[src/rtl/fbs_pkg.sv]
// Shared constants of the frame brightness score block.
package fbs_pkg;

    localparam int unsigned FBS_MAX_PIXELS = 4194304;
    // Largest count for which the pixel sum still fits in 30 bits.
    localparam int unsigned FBS_SUM_SAFE_CAP = 4210752;

    localparam int unsigned PIXEL_W = 8;
    localparam int unsigned SUM_W = 30;
    localparam int unsigned COUNT_W = 23;
    localparam int unsigned MEAN_W = 24;
    localparam int unsigned SCORE_W = 7;

    localparam logic [PIXEL_W-1:0] PIXEL_FLOOR = 8'd40;

    // Mean breakpoints in Q8.16.
    localparam logic [MEAN_W-1:0] MEAN_LO = 24'(60 * 65536);
    localparam logic [MEAN_W-1:0] MEAN_HI = 24'(230 * 65536);
    localparam logic [MEAN_W-1:0] MEAN_MID = 24'(120 * 65536);

    // Distance from the middle fits in 23 bits; the slope 0.23 in Q0.16.
    localparam int unsigned DIST_W = 23;
    localparam int unsigned SLOPE_W = 14;
    localparam logic [SLOPE_W-1:0] SLOPE_Q16 = 14'd15073;
    localparam int unsigned PROD_W = DIST_W + SLOPE_W;

    localparam logic [SCORE_W-1:0] SCORE_TOP = 7'd100;
    localparam logic [SCORE_W-1:0] SCORE_KNEE = 7'd60;

endpackage

[src/rtl/fbs_divider.sv]
// Restoring divider that forms the Q8.16 mean one quotient bit per cycle.
module fbs_divider
    import fbs_pkg::*;
(
    input  logic                clk,
    input  logic                rst_n,
    input  logic                start,
    input  logic [SUM_W-1:0]    sum,
    input  logic [COUNT_W-1:0]  count,
    output logic                done,
    output logic [MEAN_W-1:0]   quotient
);

    localparam int unsigned STEP_W = $clog2(MEAN_W);
    localparam int unsigned LOW_W = MEAN_W;

    logic                busy_reg, busy_next;
    logic                done_reg, done_next;
    logic [STEP_W-1:0]   step_reg, step_next;
    logic [COUNT_W-1:0]  rem_reg, rem_next;
    logic [COUNT_W-1:0]  div_reg, div_next;
    logic [LOW_W-1:0]    low_reg, low_next;
    logic [MEAN_W-1:0]   quo_reg, quo_next;
    logic [COUNT_W:0]    trial;
    logic                fits;

    // The quotient is below 2^24, so the upper dividend bits start below the divisor.
    assign trial = {rem_reg, low_reg[LOW_W-1]};
    assign fits = trial >= {1'b0, div_reg};

    always_comb
    begin
        busy_next = busy_reg;
        done_next = 1'b0;
        step_next = step_reg;
        rem_next = rem_reg;
        div_next = div_reg;
        low_next = low_reg;
        quo_next = quo_reg;
        if (start)
        begin
            busy_next = 1'b1;
            step_next = '0;
            rem_next = COUNT_W'(sum[SUM_W-1:8]);
            div_next = count;
            low_next = {sum[7:0], 16'd0};
        end
        else if (busy_reg)
        begin
            rem_next = fits ? COUNT_W'(trial - {1'b0, div_reg}) : trial[COUNT_W-1:0];
            low_next = {low_reg[LOW_W-2:0], 1'b0};
            quo_next = {quo_reg[MEAN_W-2:0], fits};
            step_next = step_reg + 1'b1;
            if (step_reg == STEP_W'(MEAN_W - 1))
            begin
                busy_next = 1'b0;
                done_next = 1'b1;
            end
        end
    end

    always_ff @(posedge clk or negedge rst_n)
    begin
        if (!rst_n)
        begin
            busy_reg <= 1'b0;
            done_reg <= 1'b0;
            step_reg <= '0;
        end
        else
        begin
            busy_reg <= busy_next;
            done_reg <= done_next;
            step_reg <= step_next;
        end
    end

    always_ff @(posedge clk)
    begin
        rem_reg <= rem_next;
        div_reg <= div_next;
        low_reg <= low_next;
        quo_reg <= quo_next;
    end

    assign done = done_reg;
    assign quotient = quo_reg;

endmodule

[src/rtl/fbs_score.sv]
// Three-stage mapping from the Q8.16 mean to the brightness score.
module fbs_score
    import fbs_pkg::*;
(
    input  logic                clk,
    input  logic                rst_n,
    input  logic                start,
    input  logic [MEAN_W-1:0]   mean,
    output logic                done,
    output logic [SCORE_W-1:0]  score
);

    logic                v1_reg, v2_reg, v3_reg;
    logic                direct1_reg, direct2_reg;
    logic [SCORE_W-1:0]  fixed1_reg, fixed2_reg;
    logic [DIST_W-1:0]   dist_reg;
    logic [PROD_W-1:0]   prod_reg;
    logic [SCORE_W-1:0]  score_reg;

    logic                direct1_next;
    logic [SCORE_W-1:0]  fixed1_next;
    logic [DIST_W-1:0]   dist_next;
    logic [MEAN_W-1:0]   over;
    logic [5:0]          up;

    // Stage one: sort the mean into its range and do the cheap cases.
    always_comb
    begin
        over = mean - MEAN_HI;
        direct1_next = 1'b1;
        fixed1_next = '0;
        dist_next = '0;
        if (mean < MEAN_LO)
        begin
            fixed1_next = SCORE_W'(mean[MEAN_W-1:16]);
        end
        else if (mean > MEAN_HI)
        begin
            // The excess is at most 25.0, so the drop stays at or below 50.
            fixed1_next = SCORE_KNEE - SCORE_W'(over[MEAN_W-1:15]);
        end
        else
        begin
            direct1_next = 1'b0;
            dist_next = (mean >= MEAN_MID) ? DIST_W'(mean - MEAN_MID)
                                           : DIST_W'(MEAN_MID - mean);
        end
    end

    // Stage three: the product is Q.32; the penalty rounds up.
    assign up = 6'(prod_reg[PROD_W-1:32]) + 6'(|prod_reg[31:0]);

    always_ff @(posedge clk or negedge rst_n)
    begin
        if (!rst_n)
        begin
            v1_reg <= 1'b0;
            v2_reg <= 1'b0;
            v3_reg <= 1'b0;
        end
        else
        begin
            v1_reg <= start;
            v2_reg <= v1_reg;
            v3_reg <= v2_reg;
        end
    end

    always_ff @(posedge clk)
    begin
        direct1_reg <= direct1_next;
        fixed1_reg <= fixed1_next;
        dist_reg <= dist_next;
        direct2_reg <= direct1_reg;
        fixed2_reg <= fixed1_reg;
        prod_reg <= PROD_W'(dist_reg) * PROD_W'(SLOPE_Q16);
        score_reg <= direct2_reg ? fixed2_reg : SCORE_TOP - SCORE_W'(up);
    end

    assign done = v3_reg;
    assign score = score_reg;

endmodule

[src/rtl/frame_brightness_score.sv]
// Top level of the frame brightness score block: accumulators, sequencer, result register.
// Pixels without the last flag are taken at one pixel per cycle while accumulating.
// A last pixel starts the frame close: the divider forms the mean, the sequencer hands it on,
// the score unit maps it and the score goes into the result register, after which pixels
// are taken again; a held result stretches the close.
// Reset clears the accumulators, the sequencer and the result valid flag at once.
module frame_brightness_score
    import fbs_pkg::*;
#(
    parameter int unsigned MAX_PIXELS = FBS_MAX_PIXELS
)
(
    input  logic                clk,
    input  logic                rst_n,
    input  logic                in_valid,
    output logic                in_stall,
    input  logic [PIXEL_W-1:0]  pixel,
    input  logic                last,
    output logic                out_valid,
    input  logic                out_stall,
    output logic [SCORE_W-1:0]  brightness
);

    // Counting stops here so that the sum can never leave its 30 bits.
    localparam logic [COUNT_W-1:0] COUNT_CAP =
        COUNT_W'((MAX_PIXELS < FBS_SUM_SAFE_CAP) ? MAX_PIXELS : FBS_SUM_SAFE_CAP);

    // The sequencer: accumulate, divide, hand the mean to the score unit, wait for it.
    typedef enum logic [3:0]
    {
        S_ACC   = 4'b0001,
        S_DIV   = 4'b0010,
        S_MEAN  = 4'b0100,
        S_SCORE = 4'b1000
    } state_t;

    state_t              state_reg, state_next;
    logic [SUM_W-1:0]    sum_reg, sum_next;
    logic [COUNT_W-1:0]  count_reg, count_next;
    logic                out_valid_reg, out_valid_next;
    logic [SCORE_W-1:0]  brightness_reg, brightness_next;

    logic                in_beat;
    logic                close_start;
    logic                div_done;
    logic [MEAN_W-1:0]   quotient;
    logic [MEAN_W-1:0]   mean;
    logic                score_start;
    logic                score_done;
    logic [SCORE_W-1:0]  score;

    // Pixels are only taken while accumulating; the frame close owns the datapath.
    assign in_stall = (state_reg != S_ACC);
    assign in_beat = in_valid && !in_stall;
    assign close_start = in_beat && last;

    // An empty frame has mean zero whatever the divider returns.
    assign mean = (count_reg == '0) ? '0 : quotient;

    // The score may only start when the result register will be free for it.
    assign score_start = (state_reg == S_MEAN) && (!out_valid_reg || !out_stall);

    always_comb
    begin
        state_next = state_reg;
        sum_next = sum_reg;
        count_next = count_reg;
        out_valid_next = out_valid_reg && out_stall;
        brightness_next = brightness_reg;

        // The pixel that closes a frame is counted before the division.
        if (in_beat && (pixel > PIXEL_FLOOR) && (count_reg < COUNT_CAP))
        begin
            sum_next = sum_reg + SUM_W'(pixel);
            count_next = count_reg + 1'b1;
        end

        case (state_reg)
            S_ACC:
            begin
                if (close_start)
                begin
                    state_next = S_DIV;
                end
            end
            S_DIV:
            begin
                if (div_done)
                begin
                    state_next = S_MEAN;
                end
            end
            S_MEAN:
            begin
                if (score_start)
                begin
                    state_next = S_SCORE;
                end
            end
            S_SCORE:
            begin
                if (score_done)
                begin
                    out_valid_next = 1'b1;
                    brightness_next = score;
                    sum_next = '0;
                    count_next = '0;
                    state_next = S_ACC;
                end
            end
            default:
            begin
                state_next = S_ACC;
            end
        endcase
    end

    always_ff @(posedge clk or negedge rst_n)
    begin
        if (!rst_n)
        begin
            state_reg <= S_ACC;
            sum_reg <= '0;
            count_reg <= '0;
            out_valid_reg <= 1'b0;
        end
        else
        begin
            state_reg <= state_next;
            sum_reg <= sum_next;
            count_reg <= count_next;
            out_valid_reg <= out_valid_next;
        end
    end

    always_ff @(posedge clk)
    begin
        brightness_reg <= brightness_next;
    end

    // The divider takes the totals that include the closing pixel.
    fbs_divider u_divider
    (
        .clk      (clk),
        .rst_n    (rst_n),
        .start    (close_start),
        .sum      (sum_next),
        .count    (count_next),
        .done     (div_done),
        .quotient (quotient)
    );

    fbs_score u_score
    (
        .clk   (clk),
        .rst_n (rst_n),
        .start (score_start),
        .mean  (mean),
        .done  (score_done),
        .score (score)
    );

    assign out_valid = out_valid_reg;
    assign brightness = brightness_reg;

    // A closing beat always stalls the input on the next cycle.
    a_close_stalls: assert property (@(posedge clk) disable iff (!rst_n)
        close_start |=> in_stall)
        else $error("input not stalled after frame close");

    // The score unit never finishes into a result register that is still held.
    a_no_overwrite: assert property (@(posedge clk) disable iff (!rst_n)
        score_start |=> !(out_valid_reg && out_stall && $past(out_valid_reg)))
        else $error("score started while result register blocked");

    // The count saturates at its cap.
    a_count_cap: assert property (@(posedge clk) disable iff (!rst_n)
        count_reg <= COUNT_CAP)
        else $error("pixel count above cap");

    // Scores stay within 0..100.
    a_score_range: assert property (@(posedge clk) disable iff (!rst_n)
        out_valid_reg |-> (brightness_reg <= SCORE_TOP))
        else $error("score out of range");

endmodule
[config.mk]
export PLATFORM = sky130hd
export DESIGN_NAME = frame_brightness_score
export DESIGN_NICKNAME = d
export VERILOG_FILES = /design/src/rtl/fbs_pkg.sv /design/src/rtl/fbs_divider.sv /design/src/rtl/fbs_score.sv /design/src/rtl/frame_brightness_score.sv
export SDC_FILE = /design/constraint.sdc
export NUM_CORES = 1
export LEC_CHECK = 0
export BUFFER_PORTS_ARGS = -buffer_cell sky130_fd_sc_hd__clkbuf_2
export CAP_MARGIN = 20
export CORE_MARGIN = 1.5
export CORE_UTILIZATION = 52
export CTS_BUF_LIST = sky130_fd_sc_hd__clkbuf_8 sky130_fd_sc_hd__clkbuf_16
export DETAILED_ROUTE_END_ITERATION = 10
export HOLD_SLACK_MARGIN = 0.1
export PLACE_DENSITY = 0.69
export REMOVE_ABC_BUFFERS = 1
export SYNTH_ARGS = -nofsm -noshare
export SYNTH_HDL_FRONTEND = slang
export SYNTH_SLANG_ARGS = --single-unit
[constraint.sdc]
create_clock -name clk -period 17 [get_ports clk]
set_input_delay 3.4 -clock clk [delete_from_list [all_inputs] [get_ports clk]]
set_output_delay 3.4 -clock clk [all_outputs]
set_load 0.03 [all_outputs]
==> flow_summary.ini, run 1 <==
[die]
die_y_um = 178
fp.dieW_um = 178
core-area_mm2 = 0.0298
die-area_mm2 = 0.0315
rows = 63
initial_core_util = 0.532
num_io_pins = 22

[worst_setup_path]
end_kind = flip-flop
worstPathMaxFanout = 6
required_ns = 17.47
r2r_cells = 21
cp.arrival_ns = 6.33
critPathKind = reg2reg
cp-start-kind = flip-flop

[placement]
globalplace.congestion = 0.881
dp_slack_ns = 11.14
io_buffers = 21
hpwl_um = 23800

[grt]
grt_pass1_wl_um = 52000
grt_max_degree = 69
grt_usage = 0.205
antenna_found_initial = 0
grt_overflow = 0
grt_pass1_vias = 11000

[yosys]
avgSynthCellArea_um2 = 10.1
synthTopCellsByArea = edfxtp_1, ha_1, fa_1
synthesis.area_mm2 = 0.0158
synthCells = 1568
synth_commonest_cells = inv_1, ha_1, nor2_1
yosysMostFrequentCell = inv_1
yosys_most_used_dff = edfxtp_1
synth-seq-cells = 236
synthDistinctLibCells = 77
synthArstFlopShare = 0.288
yosysWarningCount = 0
synth_top_area_share = 0.159
seq_area_frac_synth = 0.373
synth-edff-count = 84
synth_top_cell_by_area = edfxtp_1

[cts]
cts_setup_buffers = 0
htree_levels = 1
clk_path_buf_depth = 3
clock_latency_ns = 0.54
cts_resized = 0
clk_pin_slew_ns = 0.06
cts_tree = done
cts_made_buffers = 27
hold_buffers = 0
clkSinkCount = 236
cts-root-buf = clkbuf_16

[finish]
area_delta_synth_final_pct = 9.07
largest_reg_flops = 37
finish.utilization = 0.580
layout-drive-gt1-share = 0.0665
n_antenna_cell = 0
final_nets = 1865

[drt]
ant_nets = 0
drt-total-wl_um = 31200
firstDrtPassIters = 5
drc = 0
via_per_inst = 5.40
avgRoutedWirePerCell_um = 15.6
vias = 10800
drtIter0Drc = 511

[timing]
fin_skew_ns = 0.0186
tns_ns = 0
rsz0062_at_grt = false
max_freq_ghz = 0.170
finalHoldViolations = 0
tightest_slew_ns = 1.05
slew_violations = 0
layout_setup_ws_ns = 11.13
layout_min_cycle_time_ns = 5.87
setup_violations = 0
finalCritPeriodShare = 0.345
maxSlewHeadroom = 0.296
whs_ns = 0.319

[outcome]
status = finished clean

[job]
drv_cap = 0

[min_path]
hold_class = reg2reg
hold_depth = 0
[metrics by stage]
step / area, um^2 / instances
2_1_floorplan: 15700 / 1531
6_report: 17300 / 1998
3_3_place_gp: 16300 / 1949
4_1_cts: 17300 / 1998
3_5_place_dp: 16300 / 1949
5_1_grt: 17300 / 1998
[critical path, stage by stage (launching register included)]
cell	delay, ns
dfxtp_1	0.39
inv_1	0.11
fa_1	0.55
inv_1	0.07
fa_1	0.50
inv_1	0.06
fa_1	0.51
fa_1	0.54
inv_1	0.04
ha_1	0.26
inv_1	0.05
fa_1	0.49
inv_1	0.04
ha_1	0.36
a21oi_1	0.27
nand2_1	0.11
a221oi_2	0.45
a21oi_1	0.21
o21ai_1	0.28
o2111ai_1	0.16
a21oi_1	0.20
xnor2_1	0.13
[layout by cell type, fill, tap and decap left out, types with 9 or more instances in the layout]
cell type	synthesis	routed
a211oi_1	12	12
a21o_1	24	24
a21oi_1	86	86
and3_1	21	20
clkbuf_16	0	28
clkbuf_2	1	20
dfrtp_1	67	67
dfxtp_1	84	84
edfxtp_1	84	84
fa_1	96	96
ha_1	168	168
inv_1	217	220
mux2i_1	11	11
nand2_1	109	109
nand2b_1	14	14
nand3_1	26	26
nand4_1	28	28
nor2_1	127	127
nor3_1	14	14
nor4_1	11	11
o21a_1	18	18
o21ai_0	46	46
o21ai_1	12	12
o21bai_1	11	11
o22ai_1	9	9
or3_1	13	13
xnor2_1	60	60
xor2_1	58	58
[worst paths after layout]
kind,startpoint,to,slack [ns]
setup / recovery,u_score.dist_reg[2]$_SDFF_PP0_,u_score.prod_reg[35]$_DFF_P_,11.13
hold / removal,u_score.fixed1_reg[3]$_DFF_P_,u_score.fixed2_reg[3]$_DFF_P_,0.32
setup reg to reg,u_score.dist_reg[2]$_SDFF_PP0_,u_score.prod_reg[35]$_DFF_P_,11.13
hold reg to reg,u_score.fixed1_reg[3]$_DFF_P_,u_score.fixed2_reg[3]$_DFF_P_,0.32
max in group asynchronous,rst_n,u_divider.step_reg[0]$_DFFE_PN0P_,13.41
min in group asynchronous,rst_n,count_reg[12]$_DFF_PN0_,3.00
[layer usage]
layer | track usage | vias up | wire [um]
met2 | 0.378 | 159 | 15800
met3 | 0.0255 | 59 | 868
met1 | 0.250 | 5215 | 13700
li1 | - | 5359 | -
met4 | 0.0595 | 0 | 833
met5 | 0 | - | 0
[area by class of cell]
type                       count  area (um^2)
tap                          390          488
inverter                     220          826
sequential                   236         5910
clock inverter                20          238
multi-input combinational   1075         8940
clock buffer                  29          714
timing repair buffer          28          160
fill                        2487        12500
[logic make-up (layout without fill, tap and decap cells)]
logic type / count (synthesis) / in the layout / share of synthesized area
and+or+nand+nor: 409 / 409 / 0.127
adders and majority gates: 264 / 264 / 0.254
AOI/OAI and AO/OA: 264 / 264 / 0.104
buffers and inverters: 257 / 297 / 0.0626
DFF: 236 / 236 / 0.373
xor gates and xnor gates: 119 / 119 / 0.0663
muxes: 19 / 19 / 0.0126
Power of run 1 is left out: the tool's default activity adds up to more than one toggle a clock period on the data nets, which glitch-free logic cannot reach.
==> run 2, diff against run 1 <==
==> constraint.sdc (replaced) <==
create_clock -name clk -period 6.11 [get_ports clk]
set_input_delay 1.222 -clock clk [delete_from_list [all_inputs] [get_ports clk]]
set_output_delay 1.222 -clock clk [all_outputs]
set_load 0.03 [all_outputs]
==> flow_summary.ini, run 2 (same netlist as run 1, synthesis figures left out) <==
[worst_setup_path]
end_kind = flip-flop
worstPathMaxFanout = 6
cp-start-kind = flip-flop
cp.arrival_ns = 6.24
crit_start = u_score.dist_reg[6]$_SDFF_PP0_
critPathKind = reg2reg
regToRegStartpoint = u_score.dist_reg[6]$_SDFF_PP0_
required_ns = 6.55

[cts]
htree_levels = 1
clk_pin_slew_ns = 0.06
clk_path_buf_depth = 3
cts-root-buf = clkbuf_16
clock_latency_ns = 0.55
hold_buffers = 0
cts_resized = 0
cts_made_buffers = 27
cts_tree = done
cts_setup_buffers = 0
clkSinkCount = 236

[min_path]
hold_class = reg2reg
worst_hold_startpoint = u_score.direct1_reg$_SDFF_PP1_

[placement]
globalplace.congestion = 0.928
hpwl_um = 23800
io_buffers = 21
place_area_mm2 = 0.0163

[drt]
drt-total-wl_um = 30900
avgRoutedWirePerCell_um = 15.5
vias = 10700
ant_nets = 0
drc = 0
firstDrtPassIters = 5
via_per_inst = 5.35
drtIter0Drc = 498

[finish]
area_delta_synth_final_pct = 8.56
fin_area_mm2 = 0.0172
finish.utilization = 0.577
final_cell_mix = inv_1, ha_1, nor2_1, nand2_1, fa_1
final_nets = 1865
n_antenna_cell = 0
largest_reg_flops = 37
layout-drive-gt1-share = 0.0653
layout_commonest_cell = inv_1

[grt]
grt_pass1_wl_um = 52300
antenna_found_initial = 0
grt_overflow = 0
grt_pass1_vias = 10900
grt_usage = 0.206
grt_max_degree = 69

[die]
fp.dieW_um = 178
initial_core_util = 0.532
die_y_um = 178
rows = 63
core-area_mm2 = 0.0298
die-area_mm2 = 0.0315
num_io_pins = 22

[timing]
slew_violations = 0
rsz0062_at_grt = false
tns_ns = 0
fin_skew_ns = 0.0145
finalHoldViolations = 0
finalCritPeriodShare = 0.949
tightest_slew_ns = 1.19
maxSlewHeadroom = 0.198
whs_ns = 0.324
setup_violations = 0
layout_min_cycle_time_ns = 5.80
max_freq_ghz = 0.172

[outcome]
status = finished clean

[job]
drv_cap = 0
## run 2: area by class of cell
| type | count | area, um^2 |
|---|---|---|
| tap | 390 | 488 |
| fill | 2547 | 12600 |
| inverter | 220 | 826 |
| multi-input combinational | 1075 | 8950 |
| sequential | 236 | 5910 |
| timing repair buffer | 28 | 160 |
| clock inverter | 22 | 178 |
| clock buffer | 28 | 689 |
## run 2: metal layers
metal	wire length, um	GRT usage	vias up
li1	-	-	5351
met1	13800	0.260	5142
met2	15400	0.367	145
met3	809	0.0236	59
met4	880	0.0634	0
met5	0	0	-
## run 2: final timing paths
check                           slack, ns                           end  depth (start not counted)
worst max-delay path                 0.31  u_score.prod_reg[35]$_DFF_P_                         22
worst min-delay path                 0.32   u_score.direct2_reg$_DFF_P_                          0
worst max register to register       0.31  u_score.prod_reg[35]$_DFF_P_                         22
worst min register to register       0.32   u_score.direct2_reg$_DFF_P_                          0
max in group asynchronous            4.70        count_reg[1]$_DFF_PN0_                          1
min in group asynchronous            0.80        count_reg[7]$_DFF_PN0_                          1
## run 2: through the flow
stage / std cells / setup WS (ns)
floorplan: 1531 / 0.733
global placement: 1949 / 0.458
detailed placement: 1949 / 0.308
CTS: 1999 / 0.294
global route: 1999 / 0.0151
finish: 1999 / 0.309
## run 2: critical path, cell delays in order, from the launching register on
cell	delay (ns)
dfxtp_1	0.45
inv_1	0.13
fa_1	0.54
inv_1	0.07
fa_1	0.52
inv_1	0.06
fa_1	0.51
fa_1	0.55
inv_1	0.05
ha_1	0.27
inv_1	0.05
fa_1	0.49
inv_1	0.04
ha_1	0.37
o21a_1	0.17
a21oi_1	0.09
a221oi_1	0.32
o21ai_0	0.12
a21oi_1	0.28
o21ai_1	0.17
o2111ai_1	0.21
a21oi_1	0.11
xnor2_1	0.13
Power of run 2 is left out for the same reason.
